## src/rtl/core/sgb_pkg.sv

```systemverilog
// shared types, constants and coefficient construction for the separable gaussian blur unit
package sgb_pkg;

   // fixed field widths
   localparam int MODE_W  = 2;
   localparam int INDEX_W = 16;
   localparam int PIXEL_W = 32;
   localparam int CFG_W   = 9;
   localparam int CSR_IDX_W = 1;

   // default build parameters
   localparam int MAX_DIM_DEF       = 256;
   localparam int KERNEL_RADIUS_DEF = 47;
   localparam int COEF_BITS_DEF     = 16;

   // register reset value for both dimensions
   localparam logic [CFG_W-1:0] DIM_RESET = 9'd256;

   // register indexes
   localparam logic [CSR_IDX_W-1:0] CSR_IMAGE_WIDTH  = 1'd0;
   localparam logic [CSR_IDX_W-1:0] CSR_IMAGE_HEIGHT = 1'd1;

   // gaussian weight construction (sigma 15.5, 2*sigma^2 = 961/2)
   localparam int GAUSS_NUM    = 2;
   localparam int GAUSS_DEN    = 961;
   localparam int WEIGHT_FRAC  = 30;
   localparam int SERIES_TERMS = 16;
   localparam int RADIUS_LIMIT = 64;

   typedef enum logic [MODE_W-1:0] {
      MODE_LOAD = 2'd0,
      MODE_BLUR = 2'd1,
      MODE_READ = 2'd2
   } mode_type;

   typedef enum logic [2:0] {
      ST_IDLE,
      ST_READ,
      ST_TAP,
      ST_DRAIN,
      ST_WRITE,
      ST_DONE
   } state_type;

   // controller to datapath
   typedef struct packed {
      logic accept;
      logic blur_start;
      logic tap_issue;
      logic write_px;
      logic read_capture;
   } cmd_type;

   // datapath to controller
   typedef struct packed {
      logic tap_last;
      logic pix_last;
      logic pass_vert;
   } stat_type;

   // shift and subtract quotient, only used while the coefficient rom is built
   function automatic logic [63:0] udiv64(input logic [63:0] num, input logic [63:0] den);
      logic [63:0] quo;
      logic [64:0] rem;
      quo = '0;
      rem = '0;
      for (int b = 63; b >= 0; b--) begin
         rem = {rem[63:0], num[b]};
         if (rem >= {1'b0, den}) begin
            rem = rem - {1'b0, den};
            quo[b] = 1'b1;
         end
      end
      return quo;
   endfunction

   // normalised q0.coef_bits coefficient for tap distance idx, evaluated at elaboration
   function automatic logic [63:0] gauss_coef(input int idx, input int radius,
                                              input int coef_bits);
      logic [63:0] w [0:RADIUS_LIMIT];
      logic [63:0] one;
      logic [63:0] n;
      logic [63:0] term;
      logic [63:0] pos;
      logic [63:0] neg;
      logic [63:0] sum;
      int i;
      int k;
      one = 64'd1 << WEIGHT_FRAC;
      w[0] = one;
      for (i = 1; i <= RADIUS_LIMIT; i++) begin
         if (i <= radius) begin
            n = 64'(GAUSS_NUM * (2 * i - 1));
            term = one;
            pos = one;
            neg = 64'd0;
            // taylor series of exp(-x) in q30
            for (k = 1; k < SERIES_TERMS; k++) begin
               term = udiv64(term * n, 64'(GAUSS_DEN) * 64'(k));
               if ((k & 1) != 0) begin
                  neg = neg + term;
               end else begin
                  pos = pos + term;
               end
            end
            w[i] = (w[i-1] * (pos - neg)) >> WEIGHT_FRAC;
         end else begin
            w[i] = 64'd0;
         end
      end
      sum = w[0];
      for (i = 1; i <= RADIUS_LIMIT; i++) begin
         sum = sum + (w[i] << 1);
      end
      return udiv64((w[idx] << coef_bits) + (sum >> 1), sum);
   endfunction

endpackage

```

## src/rtl/core/sgb_ctrl.sv

```systemverilog
// controller state machine: request sequencing, blur pass stepping and response valid
module sgb_ctrl import sgb_pkg::*; (
   input  logic              clock,
   input  logic              reset,
   input  logic              req_valid,
   input  logic [MODE_W-1:0] req_mode,
   output logic              req_ready,
   input  logic              rsp_ready,
   output logic              rsp_valid,
   input  stat_type          stat,
   output cmd_type           cmd
);

   state_type state_ff, state_in;
   logic      rsp_valid_ff, rsp_valid_in;
   logic      accept;
   mode_type  mode;

   assign mode = mode_type'(req_mode);

   // request taken only when idle and the response slot frees
   assign req_ready = (state_ff == ST_IDLE) && (!rsp_valid_ff || rsp_ready);
   assign accept    = req_valid && req_ready;
   assign rsp_valid = rsp_valid_ff;

   // next state
   always_comb begin
      state_in = state_ff;
      case (state_ff)
         ST_IDLE: begin
            if (accept && mode == MODE_BLUR) begin
               state_in = ST_TAP;
            end else if (accept && mode == MODE_READ) begin
               state_in = ST_READ;
            end
         end
         ST_READ:  state_in = ST_IDLE;
         ST_TAP: begin
            if (stat.tap_last) begin
               state_in = ST_DRAIN;
            end
         end
         ST_DRAIN: state_in = ST_WRITE;
         ST_WRITE: begin
            if (stat.pix_last && stat.pass_vert) begin
               state_in = ST_DONE;
            end else begin
               state_in = ST_TAP;
            end
         end
         ST_DONE:  state_in = ST_IDLE;
         default:  state_in = ST_IDLE;
      endcase
   end

   // datapath commands
   always_comb begin
      cmd = '0;
      cmd.accept       = accept;
      cmd.blur_start   = accept && (mode == MODE_BLUR);
      cmd.tap_issue    = (state_ff == ST_TAP);
      cmd.write_px     = (state_ff == ST_WRITE);
      cmd.read_capture = (state_ff == ST_READ);
   end

   // response valid: immediate for load and unused modes, later for read and blur
   always_comb begin
      rsp_valid_in = rsp_valid_ff;
      if ((accept && mode != MODE_BLUR && mode != MODE_READ) ||
          state_ff == ST_READ || state_ff == ST_DONE) begin
         rsp_valid_in = 1'b1;
      end else if (rsp_ready) begin
         rsp_valid_in = 1'b0;
      end
   end

   always_ff @(posedge clock) begin
      if (reset) begin
         state_ff     <= ST_IDLE;
         rsp_valid_ff <= 1'b0;
      end else begin
         state_ff     <= state_in;
         rsp_valid_ff <= rsp_valid_in;
      end
   end

   // checks
   a_blur_enters_taps: assert property (@(posedge clock) disable iff (reset)
      req_valid && req_ready && req_mode == MODE_BLUR |=> state_ff == ST_TAP)
      else $error("blur request did not start the tap sequence");

   a_no_overwrite: assert property (@(posedge clock) disable iff (reset)
      rsp_valid_ff && !rsp_ready |-> !req_ready)
      else $error("request taken while a response is still held");

   a_rsp_source: assert property (@(posedge clock) disable iff (reset)
      $rose(rsp_valid_ff) |-> $past(state_ff == ST_READ) || $past(state_ff == ST_DONE) ||
                              $past(req_valid && req_ready))
      else $error("response raised without a cause");

   a_blur_slot_empty: assert property (@(posedge clock) disable iff (reset)
      state_ff == ST_WRITE |-> !rsp_valid_ff)
      else $error("response pending during blur");

endmodule

```

## config.mk

```make
export PLATFORM = sky130hd
export DESIGN_NAME = sgb_ctrl
export DESIGN_NICKNAME = d
export VERILOG_FILES = /design/src/rtl/core/sgb_pkg.sv /design/src/rtl/core/sgb_ctrl.sv
export SDC_FILE = /design/constraint.sdc
export NUM_CORES = 1
export LEC_CHECK = 0
export BUFFER_PORTS_ARGS = -buffer_cell sky130_fd_sc_hd__buf_2
export CORE_AREA = 5 5 42 44
export CTS_BUF_LIST = sky130_fd_sc_hd__clkbuf_4 sky130_fd_sc_hd__clkbuf_8
export DETAILED_ROUTE_END_ITERATION = 8
export DIE_AREA = 0 0 47 49
export PLACE_DENSITY_LB_ADDON = 0.05
export RECOVER_POWER = 100
export SYNTH_ARGS = -nofsm -noshare
export SYNTH_HDL_FRONTEND = slang
export SYNTH_SLANG_ARGS = --single-unit
```

## constraint.sdc

```tcl
create_clock -name clock -period 1.54 [get_ports clock]
set_input_delay 0.154 -clock clock [delete_from_list [all_inputs] [get_ports clock]]
set_output_delay 0.154 -clock clock [all_outputs]
set_load 0.01 [all_outputs]
```

=== Yosys cells after proc, flatten, opt, wreduce, memory -nomap -nowiden ===
Cells that the tools add are included.

* Register bits: 4
* Input port bits: 9
* Output and inout port bits: 7
* Logic and storage cells: 34

* Eq/ne operators: 11
* Multiplexer cells: 7
* Reductions and logical operators: 14

{| class="wikitable"
|+ Operator list
! operator !! count
|-
| 3-bit 2-to-1 mux || 4
|-
| 3-bit case mux with 4 select lines || 1
|-
| 1-bit logical AND || 7
|-
| 3-bit by 2-bit equality test with 1-bit output, second input constant || 2
|-
| 3-bit equality test, second input constant || 2
|-
| 2-bit != test, second input constant || 2
|-
| 3-bit by 1-bit equality test with 1-bit output, second input constant || 1
|-
| 3-bit zero test || 1
|-
| 1-bit logical OR || 3
|-
| 3-bit by 2-bit != test with 1-bit output, second input constant || 1
|-
| 2-bit by 1-bit equality test with 1-bit output, second input constant || 1
|-
| 2-bit equality test, second input constant || 1
|-
| 1-bit 2-to-1 mux || 2
|-
| 2-bit by 1-bit != test with 1-bit output, second input constant || 1
|-
| 2-bit AND reduction || 1
|-
| 2-bit nonzero test || 1
|-
| 1-bit zero test || 1
|}

=== Depth between registers and ports, before layout ===
* Word-level depth: 9
* Gate-level depth with buffers: 4
* Depth with buffers taken out: 4

=== Worst setup path after synthesis ===
OpenSTA, ideal clock, no wires.

* Path type: reg2reg
* Start point: reg state_ff[2]
* End point: reg state_ff[1]
* Setup time: 0.086 ns
* Arrival: 1.076 ns
* Data required time: 1.454 ns
* Setup slack: 0.377 ns
* Cell stages (with the launch flop): 5
* Buffers on the path: 0
* Period minus slack after synthesis: 1.163 ns
* Path through: dfxtp_1 > nor3_4 > and3_4 > nand3b_4 > a221oi_2

* Longest elaborated chain between the ends: 6
* Elaborated cells between the ends (all ways): 13
* Classes of those cells: eq/ne: 5; mux: 2; reduce/logical: 6

{| class="wikitable"
|+ RTL lines
! what !! RTL line !! text
|-
| start: declaration || sgb_ctrl.sv:14 || <nowiki>state_type state_ff, state_in;</nowiki>
|-
| start signal: assignment || sgb_ctrl.sv:82 || <nowiki>state_ff <= state_in;</nowiki>
|-
| 3-bit zero test * || sgb_ctrl.sv:22 || <nowiki>assign req_ready = (state_ff == ST_IDLE) && (!rsp_valid_ff || rsp_ready);</nowiki>
|-
| 1-bit logical AND * || sgb_ctrl.sv:22 ||
|-
| 1-bit logical AND * || sgb_ctrl.sv:23 || <nowiki>assign accept = req_valid && req_ready;</nowiki>
|-
| via accept || sgb_ctrl.sv:16 || <nowiki>logic accept;</nowiki>
|-
| 1-bit logical AND (on tied branches) || sgb_ctrl.sv:31, sgb_ctrl.sv:33 ||
|-
| 3-bit 2-to-1 mux or 3-bit by 2-bit != test with 1-bit output (tied branches) || - ||
|-
| 3-bit case mux with 4 select lines or 2-bit AND reduction (tied branches) || - ||
|}

Mark *: on every way through the listed nets, which the timed path passes. The rest lies on a longest branch.
A chain may end at the register's enable or synchronous reset.

==> summary.txt <==
Routing
  • DR vias/cell: 4.72
  • DR DRC count: 0
  • Drt first pass iters: 4
  • Post-Route WL: 744 microns
  • Drt wl/cell: about 11 microns
  • Detail Route Antenna Nets: 0
  • Initial DRC Count: 4
  • Via count: approximately 320

Cells and area
  • N_diodes: 0
  • Share of cells above drive strength 1: 0.412
  • Fillers: 170
  • Nets: 62
  • Area Growth Syn to Fin: 40.0%

Placed design
  • GPL Wtd Cong: just over 0.7
  • Dpl ws: approximately 0.29 ns
  • PortBufs: 15

Global route
  • Largest net degree at the start of global routing: 9
  • Vias in the first global route: roughly 300
  • GR Overflow Total: 0
  • First-pass GRT wire length: approximately 1200 microns
  • Initial antenna violation count: 0
  • Overall routing resource usage: 0.0746

Min path
  • Worst min path class: in -> reg

Setup path
  • CP delay by family, top: simple AND/OR/NAND/NOR gates
  • Max stage delay cell, worst path: dfxtp_2
  • Worst Path Required: approximately 1.4 ns
  • Crit path largest cell delay: between 0.3 and 0.4 ns
  • Worst-path maximum fanout: 8
  • Arrival @ worst endpoint: roughly 1.3 ns
  • Critical Path Source Type: flop
  • Buf+Inv Stages, Crit Path: 2
  • CP Capture Type: output pin
  • Cell breakdown of the critical path: nor3_4, and3_4, nand3b_4, inv_1, buf_2
  • CP Class: reg -> out

Timing
  • Fmax: 691 MHz
  • Part of the cycle the worst path needs: 0.940
  • Tmin final: 1.45 ns
  • Slew headroom: 0.829
  • Slew @ Worst Pin: between 0.2 and 0.3 ns
  • Setup TNS: 0 ns
  • Final setup violating endpoints: 0
  • Final Hold Viols: 0
  • RSZ-0062 raised after global routing: no
  • Final worst slack: between 0.09 and 0.1 ns
  • Skew final: between 0.002 and 0.0025 ns
  • Slew Limit Fails: 0

Synth
  • Yosys cell types: 23
  • Seq/Total Area, Yosys: 0.278
  • Warnings, synthesis: 0
  • Post-Syn Area: 288 sq um
  • Syn nets: 42
  • Post-synthesis register bit count: 4
  • Syn Area/Cell: just under 9 sq um
  • Cells after Synth: 33

CTS
  • Worst-path clk slew: 0.04 ns
  • Sink Count: 4
  • CTS max path bufs: 2
  • Clk_lat worst skew: approximately 0.23 ns
  • CTS tree: built
  • Clock Root Buffer: clkbuf_4
  • H-tree levels: 1
  • Num CTS Buffers: 3
  • Hold Buf Count CTS: 0

Outcome
  • Outcome: finished, final reports clean

Floorplan
  • Core ar.: between 1000 and 1500 sq um
  • Die W: roughly 47 microns
  • Row cnt: 14
  • DIE AREA: 2300 sq um
  • Initial core utilization: 0.205
  • I/O Pins: 16
  • Height of the die: around 50 microns

Power
  • Static leakage: approximately 0.00018 uW
  • Pwr/cell area: ~780 nW/um^2
  • Maximum VDD drop: around 0.00037 V

Job
  • MaxCap Viol Count: 0
[worst register-to-register path: stages, from the launching register on]
cell      delay, ns
dfxtp_1        0.45
nor2b_1        0.20
a21oi_1        0.08
or2_0          0.22
a221oi_2       0.21
[sequential cells by signal, indices dropped and copies added (netlist names)]
signal	count
state_ff	3
rsp_valid	1
[power by group]
part           internal, uW  leakage [uW]  switching (uW)
registers               110     0.0000335            6.01
clock network          87.2     0.0000138            43.2
logic                  35.8      0.000138            34.3
[area by class of cell]
type	instances	area [sq um]	area share
clock buffer	3	22.5	0.0559
inverter	2	7.51	0.0186
multi-input combinational	26	193	0.478
sequential	4	82.6	0.205
tap	16	20.0	0.0497
timing repair buffer	16	77.6	0.193
[per-layer routing]
metal / routed length [microns] / track usage / up-vias
met2: 340 / 0.104 / 20
met4: 0 / 0.0276 / 0
met3: 81 / 0.0664 / 0
met1: 321 / 0.0791 / 138
met5: 0 / 0 / -
li1: - / - / 158
[synth_stat cells (all sizes together)]
| cell type | n | share of area |
|---|---|---|
| a21oi | 2 | 0.035 |
| dfxtp | 4 | 0.28 |
| nand3b | 2 | 0.096 |
| or2 | 1 | 0.022 |
| and3 | 1 | 0.039 |
| nand2 | 3 | 0.039 |
| inv | 2 | 0.026 |
| nand2b | 1 | 0.022 |
| nor3 | 2 | 0.074 |
| buf | 1 | 0.026 |
| nor2 | 2 | 0.026 |
| xnor2 | 1 | 0.030 |
| o21ai | 2 | 0.035 |
| and4 | 1 | 0.030 |
| nor3b | 1 | 0.026 |
| nor2b | 2 | 0.043 |
| and2 | 1 | 0.022 |
| a32oi | 1 | 0.030 |
| a31oi | 1 | 0.022 |
| and2b | 1 | 0.026 |
| a221oi | 1 | 0.052 |
[placed cells by master, fill, tap and decap left out]
master / netlist / routed
and2_1: 1 / 1
o21ai_0: 2 / 2
a31oi_1: 1 / 1
dfxtp_2: 0 / 2
nor2b_1: 2 / 2
clkbuf_1: 0 / 4
nor3b_1: 1 / 1
nand3b_4: 1 / 1
nand2b_1: 1 / 1
nor2_1: 2 / 2
a32oi_1: 1 / 1
a21oi_1: 2 / 2
nand3b_1: 1 / 1
dfxtp_1: 4 / 2
buf_2: 0 / 11
nand2_1: 3 / 3
and3_4: 1 / 1
and4_1: 1 / 1
nor3_4: 1 / 1
xnor2_1: 1 / 1
inv_1: 2 / 2
buf_4: 1 / 1
or2_0: 0 / 1
and2b_1: 1 / 1
clkbuf_4: 0 / 3
nor3_1: 1 / 1
a221oi_2: 1 / 1
[kinds of logic after synthesis]
group | after synthesis | share of synthesized area
AOI/OAI and AO/OA | 7 | 0.174
and+or+nand+nor | 18 | 0.465
DFF | 4 | 0.278
buffers and inverters | 3 | 0.0522
xor gates and xnor gates | 1 | 0.0304
[final timing paths]
| check | cells past startpoint | from | slack (ns) | endpoint |
|---|---|---|---|---|
| worst max-delay path | 5 | state_ff[0] | 0.09 | cmd[3] |
| worst min-delay path | 2 | reset | 0.13 | state_ff[1] |
| worst max register to register | 4 | state_ff[2] | 0.29 | state_ff[1] |
| worst min register to register | 2 | state_ff[0] | 0.57 | rsp_valid |
[timing repair]
item                       in CTS  in global routing
setup endpoints to repair       0                  1
setup buffers                   0                  1
resized for setup               0                  2
[metrics by stage]
step	total power, uW	hold slack, ns	instances	area, sq um	util
floorplan	159	0.220	33	288	-
global placement	187	0.381	63	375	0.268
detailed placement	187	0.379	63	375	0.268
CTS	323	0.131	66	398	0.284
global route	342	0.120	67	403	0.288
finish	316	0.128	67	403	0.288
Note: power is estimated with default switching activity, not from simulation.
